$ cat src/rtl/atb_pkg.sv
// Package: shared types, register codes and reset values of the task-file address builder.
`default_nettype none
package atb_pkg;

    localparam int DIV_STAGES  = 8;
    localparam int STAGE_BITS  = 8;
    localparam int ADDR_W      = 4;

    localparam logic [1:0] REG_USE_LBA = 2'd0;
    localparam logic [1:0] REG_SPT     = 2'd1;
    localparam logic [1:0] REG_HEADS   = 2'd2;
    localparam logic [1:0] REG_SELECT  = 2'd3;

    localparam logic       RST_USE_LBA = 1'b0;
    localparam logic [7:0] RST_SPT     = 8'd63;
    localparam logic [4:0] RST_HEADS   = 5'd16;
    localparam logic [7:0] RST_SELECT  = 8'd160;

    localparam logic [3:0] LBA_NIBBLE_MASK = 4'hF;
    localparam logic [7:0] LBA_MODE_FLAG   = 8'h40;

    typedef struct packed {
        logic       use_lba;
        logic [7:0] spt;
        logic [4:0] heads;
        logic [7:0] sel;
    } cfg_t;

    typedef struct packed {
        logic [31:0] blk;
        logic [7:0]  cnt;
        logic [7:0]  cmd;
        logic [31:0] num;
        logic [7:0]  rem;
        logic [7:0]  rem1;
    } div_t;

    typedef struct packed {
        logic [7:0] count_byte;
        logic [7:0] sector_byte;
        logic [7:0] cylinder_low;
        logic [7:0] cylinder_high;
        logic [7:0] drive_head_byte;
        logic [7:0] command_byte_out;
        logic       address_overflow;
    } result_t;

endpackage
`default_nettype wire

$ cat src/rtl/ata_taskfile_address_builder.sv
// Top level: ATA task-file address builder, LBA or CHS, pipelined divider.
//
//  channel | signals                                   | direction
//  --------+-------------------------------------------+----------
//  input   | in_valid/in_ready, block_number, ...      | in
//  result  | out_valid/out_ready, count_byte, ...      | out
//  config  | psel/penable/pwrite/paddr/pwdata/prdata   | in/out
//
// One transaction per cycle while the output is not stalled; eight divider stages
// of eight quotient bits each (four per division) plus the output register.
// Reset clears all valid bits and loads register defaults.
// A stall holds each occupied stage; empty stages keep filling behind it.
`default_nettype none
module ata_taskfile_address_builder (
    input  wire logic                       clk,
    input  wire logic                       rst_n,
    input  wire logic                       in_valid,
    output      logic                       in_ready,
    input  wire logic [31:0]                block_number,
    input  wire logic [7:0]                 sector_count,
    input  wire logic [7:0]                 command_code,
    output      logic                       out_valid,
    input  wire logic                       out_ready,
    output      logic [7:0]                 count_byte,
    output      logic [7:0]                 sector_byte,
    output      logic [7:0]                 cylinder_low,
    output      logic [7:0]                 cylinder_high,
    output      logic [7:0]                 drive_head_byte,
    output      logic [7:0]                 command_byte_out,
    output      logic                       address_overflow,
    input  wire logic                       psel,
    input  wire logic                       penable,
    input  wire logic                       pwrite,
    input  wire logic [atb_pkg::ADDR_W-1:0] paddr,
    input  wire logic [31:0]                pwdata,
    output      logic [31:0]                prdata,
    output      logic                       pready
);

    atb_pkg::cfg_t    cfg;
    atb_pkg::result_t res;
    logic [7:0]       spt_eff;
    logic [7:0]       hc_eff;

    logic             v   [atb_pkg::DIV_STAGES+1];
    logic             rdy [atb_pkg::DIV_STAGES+1];
    atb_pkg::div_t    d   [atb_pkg::DIV_STAGES+1];

    atb_cfg u_cfg (
        .clk     (clk),
        .rst_n   (rst_n),
        .psel    (psel),
        .penable (penable),
        .pwrite  (pwrite),
        .paddr   (paddr),
        .pwdata  (pwdata),
        .prdata  (prdata),
        .pready  (pready),
        .cfg     (cfg)
    );

    // zero divisors act as one
    assign spt_eff = (cfg.spt == 8'd0) ? 8'd1 : cfg.spt;
    assign hc_eff  = (cfg.heads == 5'd0) ? 8'd1 : {3'd0, cfg.heads};

    assign v[0]      = in_valid;
    assign in_ready  = rdy[0];
    assign d[0].blk  = block_number;
    assign d[0].cnt  = sector_count;
    assign d[0].cmd  = command_code;
    assign d[0].num  = block_number;
    assign d[0].rem  = 8'd0;
    assign d[0].rem1 = 8'd0;

    for (genvar k = 0; k < atb_pkg::DIV_STAGES; k++)
    begin : g_div
        atb_div_stage u_stage (
            .clk       (clk),
            .rst_n     (rst_n),
            .in_valid  (v[k]),
            .in_ready  (rdy[k]),
            .in_data   (d[k]),
            .divisor   ((k < atb_pkg::DIV_STAGES / 2) ? spt_eff : hc_eff),
            .start     (k == atb_pkg::DIV_STAGES / 2),
            .out_valid (v[k+1]),
            .out_ready (rdy[k+1]),
            .out_data  (d[k+1])
        );
    end

    atb_format u_format (
        .clk       (clk),
        .rst_n     (rst_n),
        .in_valid  (v[atb_pkg::DIV_STAGES]),
        .in_ready  (rdy[atb_pkg::DIV_STAGES]),
        .in_data   (d[atb_pkg::DIV_STAGES]),
        .cfg       (cfg),
        .out_valid (out_valid),
        .out_ready (out_ready),
        .out_data  (res)
    );

    assign count_byte       = res.count_byte;
    assign sector_byte      = res.sector_byte;
    assign cylinder_low     = res.cylinder_low;
    assign cylinder_high    = res.cylinder_high;
    assign drive_head_byte  = res.drive_head_byte;
    assign command_byte_out = res.command_byte_out;
    assign address_overflow = res.address_overflow;

endmodule
`default_nettype wire

$ cat src/rtl/atb_cfg.sv
// Configuration registers behind the APB-style port.
`default_nettype none
module atb_cfg (
    input  wire logic                      clk,
    input  wire logic                      rst_n,
    input  wire logic                      psel,
    input  wire logic                      penable,
    input  wire logic                      pwrite,
    input  wire logic [atb_pkg::ADDR_W-1:0] paddr,
    input  wire logic [31:0]               pwdata,
    output      logic [31:0]               prdata,
    output      logic                      pready,
    output      atb_pkg::cfg_t             cfg
);

    atb_pkg::cfg_t cfg_reg;
    atb_pkg::cfg_t cfg_next;
    logic          wr_en;

    assign pready = 1'b1;
    assign wr_en  = psel && penable && pwrite;
    assign cfg    = cfg_reg;

    always_comb
    begin
        cfg_next = cfg_reg;
        if (wr_en)
        begin
            case (paddr[3:2])
                atb_pkg::REG_USE_LBA: cfg_next.use_lba = pwdata[0];
                atb_pkg::REG_SPT:     cfg_next.spt     = pwdata[7:0];
                atb_pkg::REG_HEADS:   cfg_next.heads   = pwdata[4:0];
                atb_pkg::REG_SELECT:  cfg_next.sel     = pwdata[7:0];
                default:              cfg_next = cfg_reg;
            endcase
        end
    end

    always_comb
    begin
        case (paddr[3:2])
            atb_pkg::REG_USE_LBA: prdata = {31'd0, cfg_reg.use_lba};
            atb_pkg::REG_SPT:     prdata = {24'd0, cfg_reg.spt};
            atb_pkg::REG_HEADS:   prdata = {27'd0, cfg_reg.heads};
            atb_pkg::REG_SELECT:  prdata = {24'd0, cfg_reg.sel};
            default:              prdata = 32'd0;
        endcase
    end

    always_ff @(posedge clk or negedge rst_n)
    begin
        if (!rst_n)
        begin
            cfg_reg.use_lba <= atb_pkg::RST_USE_LBA;
            cfg_reg.spt     <= atb_pkg::RST_SPT;
            cfg_reg.heads   <= atb_pkg::RST_HEADS;
            cfg_reg.sel     <= atb_pkg::RST_SELECT;
        end
        else
        begin
            cfg_reg <= cfg_next;
        end
    end

endmodule
`default_nettype wire

$ cat src/rtl/atb_div_stage.sv
// One divider pipeline stage: eight restoring quotient bits, registered with valid.
`default_nettype none
module atb_div_stage (
    input  wire logic          clk,
    input  wire logic          rst_n,
    input  wire logic          in_valid,
    output      logic          in_ready,
    input  wire atb_pkg::div_t in_data,
    input  wire logic [7:0]    divisor,
    input  wire logic          start,
    output      logic          out_valid,
    input  wire logic          out_ready,
    output      atb_pkg::div_t out_data
);

    logic          valid_reg;
    atb_pkg::div_t data_reg;
    atb_pkg::div_t data_next;
    logic [7:0]    r;
    logic [8:0]    t;
    logic [31:0]   n;

    // start: first stage of a new division, the running remainder moves to rem1
    always_comb
    begin
        data_next = in_data;
        r         = start ? 8'd0 : in_data.rem;
        n         = in_data.num;
        t         = 9'd0;
        if (start)
        begin
            data_next.rem1 = in_data.rem;
        end
        for (int i = 0; i < atb_pkg::STAGE_BITS; i++)
        begin
            t = {r, n[31]};
            n = {n[30:0], 1'b0};
            if (t >= {1'b0, divisor})
            begin
                t    = t - {1'b0, divisor};
                n[0] = 1'b1;
            end
            r = t[7:0];
        end
        data_next.num = n;
        data_next.rem = r;
    end

    assign in_ready  = !valid_reg || out_ready;
    assign out_valid = valid_reg;
    assign out_data  = data_reg;

    always_ff @(posedge clk or negedge rst_n)
    begin
        if (!rst_n)
        begin
            valid_reg <= 1'b0;
        end
        else if (in_ready)
        begin
            valid_reg <= in_valid;
        end
    end

    always_ff @(posedge clk)
    begin
        if (in_valid && in_ready)
        begin
            data_reg <= data_next;
        end
    end

endmodule
`default_nettype wire

$ cat src/rtl/atb_format.sv
// Output stage: forms the task-file bytes for LBA or CHS and holds the result register.
`default_nettype none
module atb_format (
    input  wire logic             clk,
    input  wire logic             rst_n,
    input  wire logic             in_valid,
    output      logic             in_ready,
    input  wire atb_pkg::div_t    in_data,
    input  wire atb_pkg::cfg_t    cfg,
    output      logic             out_valid,
    input  wire logic             out_ready,
    output      atb_pkg::result_t out_data
);

    logic             valid_reg;
    atb_pkg::result_t res_reg;
    atb_pkg::result_t res_next;
    logic [7:0]       head;

    always_comb
    begin
        res_next.count_byte       = in_data.cnt;
        res_next.command_byte_out = in_data.cmd;
        if (cfg.use_lba)
        begin
            res_next.sector_byte      = in_data.blk[7:0];
            res_next.cylinder_low     = in_data.blk[15:8];
            res_next.cylinder_high    = in_data.blk[23:16];
            head = {4'd0, in_data.blk[27:24] & atb_pkg::LBA_NIBBLE_MASK}
                   | atb_pkg::LBA_MODE_FLAG;
            res_next.address_overflow = in_data.blk[31:28] != 4'd0;
        end
        else
        begin
            res_next.sector_byte      = in_data.rem1 + 8'd1;
            res_next.cylinder_low     = in_data.num[7:0];
            res_next.cylinder_high    = in_data.num[15:8];
            head                      = in_data.rem;
            res_next.address_overflow = in_data.num[31:16] != 16'd0;
        end
        res_next.drive_head_byte = head | cfg.sel;
    end

    assign in_ready  = !valid_reg || out_ready;
    assign out_valid = valid_reg;
    assign out_data  = res_reg;

    always_ff @(posedge clk or negedge rst_n)
    begin
        if (!rst_n)
        begin
            valid_reg <= 1'b0;
        end
        else if (in_ready)
        begin
            valid_reg <= in_valid;
        end
    end

    always_ff @(posedge clk)
    begin
        if (in_valid && in_ready)
        begin
            res_reg <= res_next;
        end
    end

endmodule
`default_nettype wire

$ cat config.mk
export PLATFORM = sky130hd
export DESIGN_NAME = ata_taskfile_address_builder
export DESIGN_NICKNAME = d
export VERILOG_FILES = /design/src/rtl/atb_pkg.sv /design/src/rtl/ata_taskfile_address_builder.sv /design/src/rtl/atb_cfg.sv /design/src/rtl/atb_div_stage.sv /design/src/rtl/atb_format.sv
export SDC_FILE = /design/constraint.sdc
export NUM_CORES = 2
export LEC_CHECK = 0
export ABC_AREA = 1
export BUFFER_PORTS_ARGS = -buffer_cell sky130_fd_sc_hd__buf_4
export CAP_MARGIN = 20
export CORE_MARGIN = 2
export CORE_UTILIZATION = 63
export DETAILED_ROUTE_END_ITERATION = 8
export PLACE_DENSITY = 0.82
export SYNTH_ARGS = -nofsm -noshare
export SYNTH_HDL_FRONTEND = slang
export SYNTH_SLANG_ARGS = --single-unit
$ cat constraint.sdc
create_clock -name clk -period 23.9 [get_ports clk]
set_input_delay 3.585 -clock clk [delete_from_list [all_inputs] [get_ports clk]]
set_output_delay 3.585 -clock clk [all_outputs]
set_load 0.02 [all_outputs]
==> metrics.md <==
| Metric | Value |
|---|---|
| H-tree depth | `3` |
| Core area | `75,700 um^2` |
| Ports | `175` |
| Avg Synthesized Cell Area | `9.731 um^2` |
| WS Path Type | `flip-flop to flip-flop` |
| Final setup violation count | `0` |
| CTS tree | `yes` |
| Async set or reset register ratio after synthesis | `4.036%` |
| Final Hold Viols | `0` |
| Number of synthesized flops with an enable pin | `737` |
| Cts repair resizes | `0` |
| Flop-to-flop setup slack | `2.59 ns` |
| Die Wd | `279.9 um` |
| Post-CTS Setup Bufs | `0` |
| Gr ovfl total | `0` |
| Fin crit share | `89.16%` |
| Slew @ Worst Pin | `1.100 ns` |
| CTS max path bufs | `3` |
| First-pass GRT wire length | `170,900 um` |
| Reg-to-reg startpoint | `u_cfg.cfg[14]$_DFFE_PN1P_` |
| Crit path to | `g_div[1].u_stage.out_data[9]$_DFFE_PP_` |
| Max reg flops | `688` |
| Commonest register cell after synthesis | `edfxtp_1` |
| Outcome | `finished clean` |
| Max Slew Vio Count | `0` |
| CP startpoint | `u_cfg.cfg[14]$_DFFE_PN1P_` |
| Die H | `279.9 um` |
| Root buf cell | `clkbuf_16` |
| TritonCTS buffer count | `78` |
| DIE AREA | `78,340 um^2` |
| Clk_lat worst skew | `0.64 ns` |
| Total number of vias | `35,230` |
| Synth Warn # | `0` |
| Critical path's largest stage delay | `0.56 ns` |
| CP Data Required Time | `24.28 ns` |
| Crit path time final | `21.31 ns` |
| Initial DRT Pass Iterations | `6` |
| Rows | `101` |
| DR WL/cell | `17.47 um` |
| Register bit total from synthesis | `768` |
| Worst Path Max Fanout | `32` |
| Starting DRT DRC Count | `2,895` |
| Slew HR | `26.65%` |
| MaxCap Viol Count | `0` |
| Hold slack final | `0.4075 ns` |
| CTS sink count | `768` |
| RSZ-0062 raised after global routing | `no` |
| Total GRT Usage | `27.50%` |
| GPL Wtd Cong | `0.9138` |
| Wl on met1 | `44,740 um` |
| Nets@finish | `5,672` |
| Critical Path AT | `21.69 ns` |
| HPWL after detailed placement | `76,750 um` |
| Largest net degree at the start of global routing | `76` |
| WL final | `107,600 um` |
| CP max stage cell | `and2_0` |
| Routed Antenna Nets | `0` |
| I/O Buffers | `123` |
| R2r endpoint | `g_div[1].u_stage.out_data[9]$_DFFE_PP_` |
| DR top layer | `met5` |
| Final Skew | `0.02416 ns` |
| Finished Core Util | `69.50%` |
| Starting Density | `63.35%` |
| Synth Instances | `4,928` |
| Hold-fix buffers, CTS | `0` |
| Layout area overhead | `9.706%` |
| Initial antenna violation count | `4` |
| Vias in the first global route | `33,870` |
| Post-synthesis cell type count | `78` |
| Layout cells sized above 1 | `10.88%` |
| Most frequent CP cell | `a21oi_1` |
| Syn Std Cell Area | `47,950 um^2` |
| Sequential share of the synthesized area | `47.79%` |
| Crit start category | `flip-flop` |
| Met3 wire length | `7814 um` |
| Vias per inst | `5.722` |
| FMAX | `46.93 MHz` |
| Worst-path clk slew | `0.06 ns` |
| WL met2 | `51,150 um` |
| Post-Route Setup TNS | `0 ns` |
| DR DRC count | `0` |
| Reg2reg path depth | `111` |
| Hold WC Path Type | `flip-flop to flip-flop` |
| Crit end category | `flip-flop` |
[cells in the mapped netlist, drive strengths merged, types with 4 or more instances]
master | instances | area, um^2
nand2 | 1025 | 4120
edfxtp | 737 | 22130
inv | 653 | 2459
o21ai | 425 | 2146
ha | 408 | 5105
a21oi | 348 | 1772
nor2 | 332 | 1572
nand3 | 211 | 1394
xor2 | 176 | 1541
nand4 | 72 | 501.7
xnor2 | 71 | 621.9
fa | 62 | 1241
buf | 51 | 369.1
or2 | 51 | 319.1
nor3 | 49 | 266.5
o21bai | 39 | 296.5
o31ai | 24 | 180.2
clkbuf | 23 | 96.34
dfrtp | 22 | 550.5
nor4 | 22 | 137.6
nand3b | 20 | 153.9
a21o | 15 | 113.9
and2 | 10 | 65.07
a31oi | 9 | 56.30
dfstp | 9 | 236.5
a211oi | 8 | 60.06
mux2 | 5 | 56.30
o21a | 5 | 37.54
a221oi | 4 | 35.03
o211ai | 4 | 30.03
o221ai | 4 | 35.03
o22ai | 4 | 25.02
[final cells by class]
| type | count | area [um^2] |
|---|---|---|
| fill | 5363 | 23090 |
| sequential | 768 | 22920 |
| multi-input combinational | 3453 | 22220 |
| inverter | 656 | 2479 |
| clock buffer | 97 | 2033 |
| tap | 978 | 1224 |
| timing repair buffer | 154 | 1156 |
| clock inverter | 47 | 564.3 |
| antenna | 4 | 10.01 |
[kinds of logic (layout without fill, tap and decap cells)]
logic type / after synthesis / count (layout) / synth area share (%)
compound gates: 902 / 902 / 10.24
xor+xnor: 247 / 247 / 4.511
fa+ha+maj: 470 / 470 / 13.23
buf+inv: 730 / 954 / 6.124
flops: 768 / 768 / 47.79
mux: 6 / 6 / 0.1383
other cells: 2 / 29 / 0.01566
simple gates: 1803 / 1803 / 17.95
[cells in the final DEF, fill, tap and decap left out, drive strengths merged, types with 7 or more instances in the layout]
cell type and instances:
a211oi 8, a21o 15, a21oi 348, a31oi 9, and2 10, buf 154
bufinv 7, clkbuf 97, clkinv 31, conb 25, dfrtp 22, dfstp 9
edfxtp 737, fa 62, ha 408, inv 660, nand2 1025, nand3 211
nand3b 20, nand4 72, nor2 332, nor3 49, nor4 22, o21ai 425
o21bai 39, o31ai 24, or2 51, xnor2 71, xor2 176
[routing by layer]
| metal | vias up | GRT usage (%) |
|---|---|---|
| met4 | 2 | 10.78 |
| met2 | 1201 | 46.51 |
| li1 | 17270 | - |
| met3 | 238 | 3.820 |
| met1 | 16520 | 36.00 |
| met5 | - | 0 |
[worst max-delay path: cells and delay by family, from the launching register on]
kind | cells | cell delay, ns
buffers and inverters | 16 | 3.04
DFF | 1 | 0.39
muxes | 2 | 0.77
and+or+nand+nor | 36 | 5.34
adders and majority gates | 8 | 2.78
AOI/OAI and AO/OA | 49 | 8.69
[worst min-delay path by stage]
stage / startpoint / end / depth (start not counted)
final: g_div[4].u_stage.out_data[89]$_DFFE_PP_ / g_div[5].u_stage.out_data[89]$_DFFE_PP_ / 0
after global routing: g_div[3].u_stage.out_data[86]$_DFFE_PP_ / g_div[4].u_stage.out_data[86]$_DFFE_PP_ / 0
after CTS: g_div[2].u_stage.out_data[28]$_DFFE_PP_ / g_div[3].u_stage.out_data[36]$_DFFE_PP_ / 0
after detailed placement: g_div[0].u_stage.out_data[35]$_DFFE_PP_ / g_div[1].u_stage.out_data[43]$_DFFE_PP_ / 0
after global placement: g_div[6].u_stage.out_data[48]$_DFFE_PP_ / g_div[7].u_stage.out_data[48]$_DFFE_PP_ / 0
after floorplan: g_div[0].u_stage.out_data[16]$_DFFE_PP_ / g_div[1].u_stage.out_data[24]$_DFFE_PP_ / 0
[per-stage QoR]
step,worst slack (ns),instance area (um^2),cells
floorplan,6.014,48040,4951
global placement,3.892,50000,6009
detailed placement,3.232,50000,6009
CTS,3.152,52600,6153
global route,0.7178,52610,6156
finish,2.591,52610,6157
Power is not shown: default switching activity piles up to over one toggle a cycle in this logic, so the estimate is an artifact.
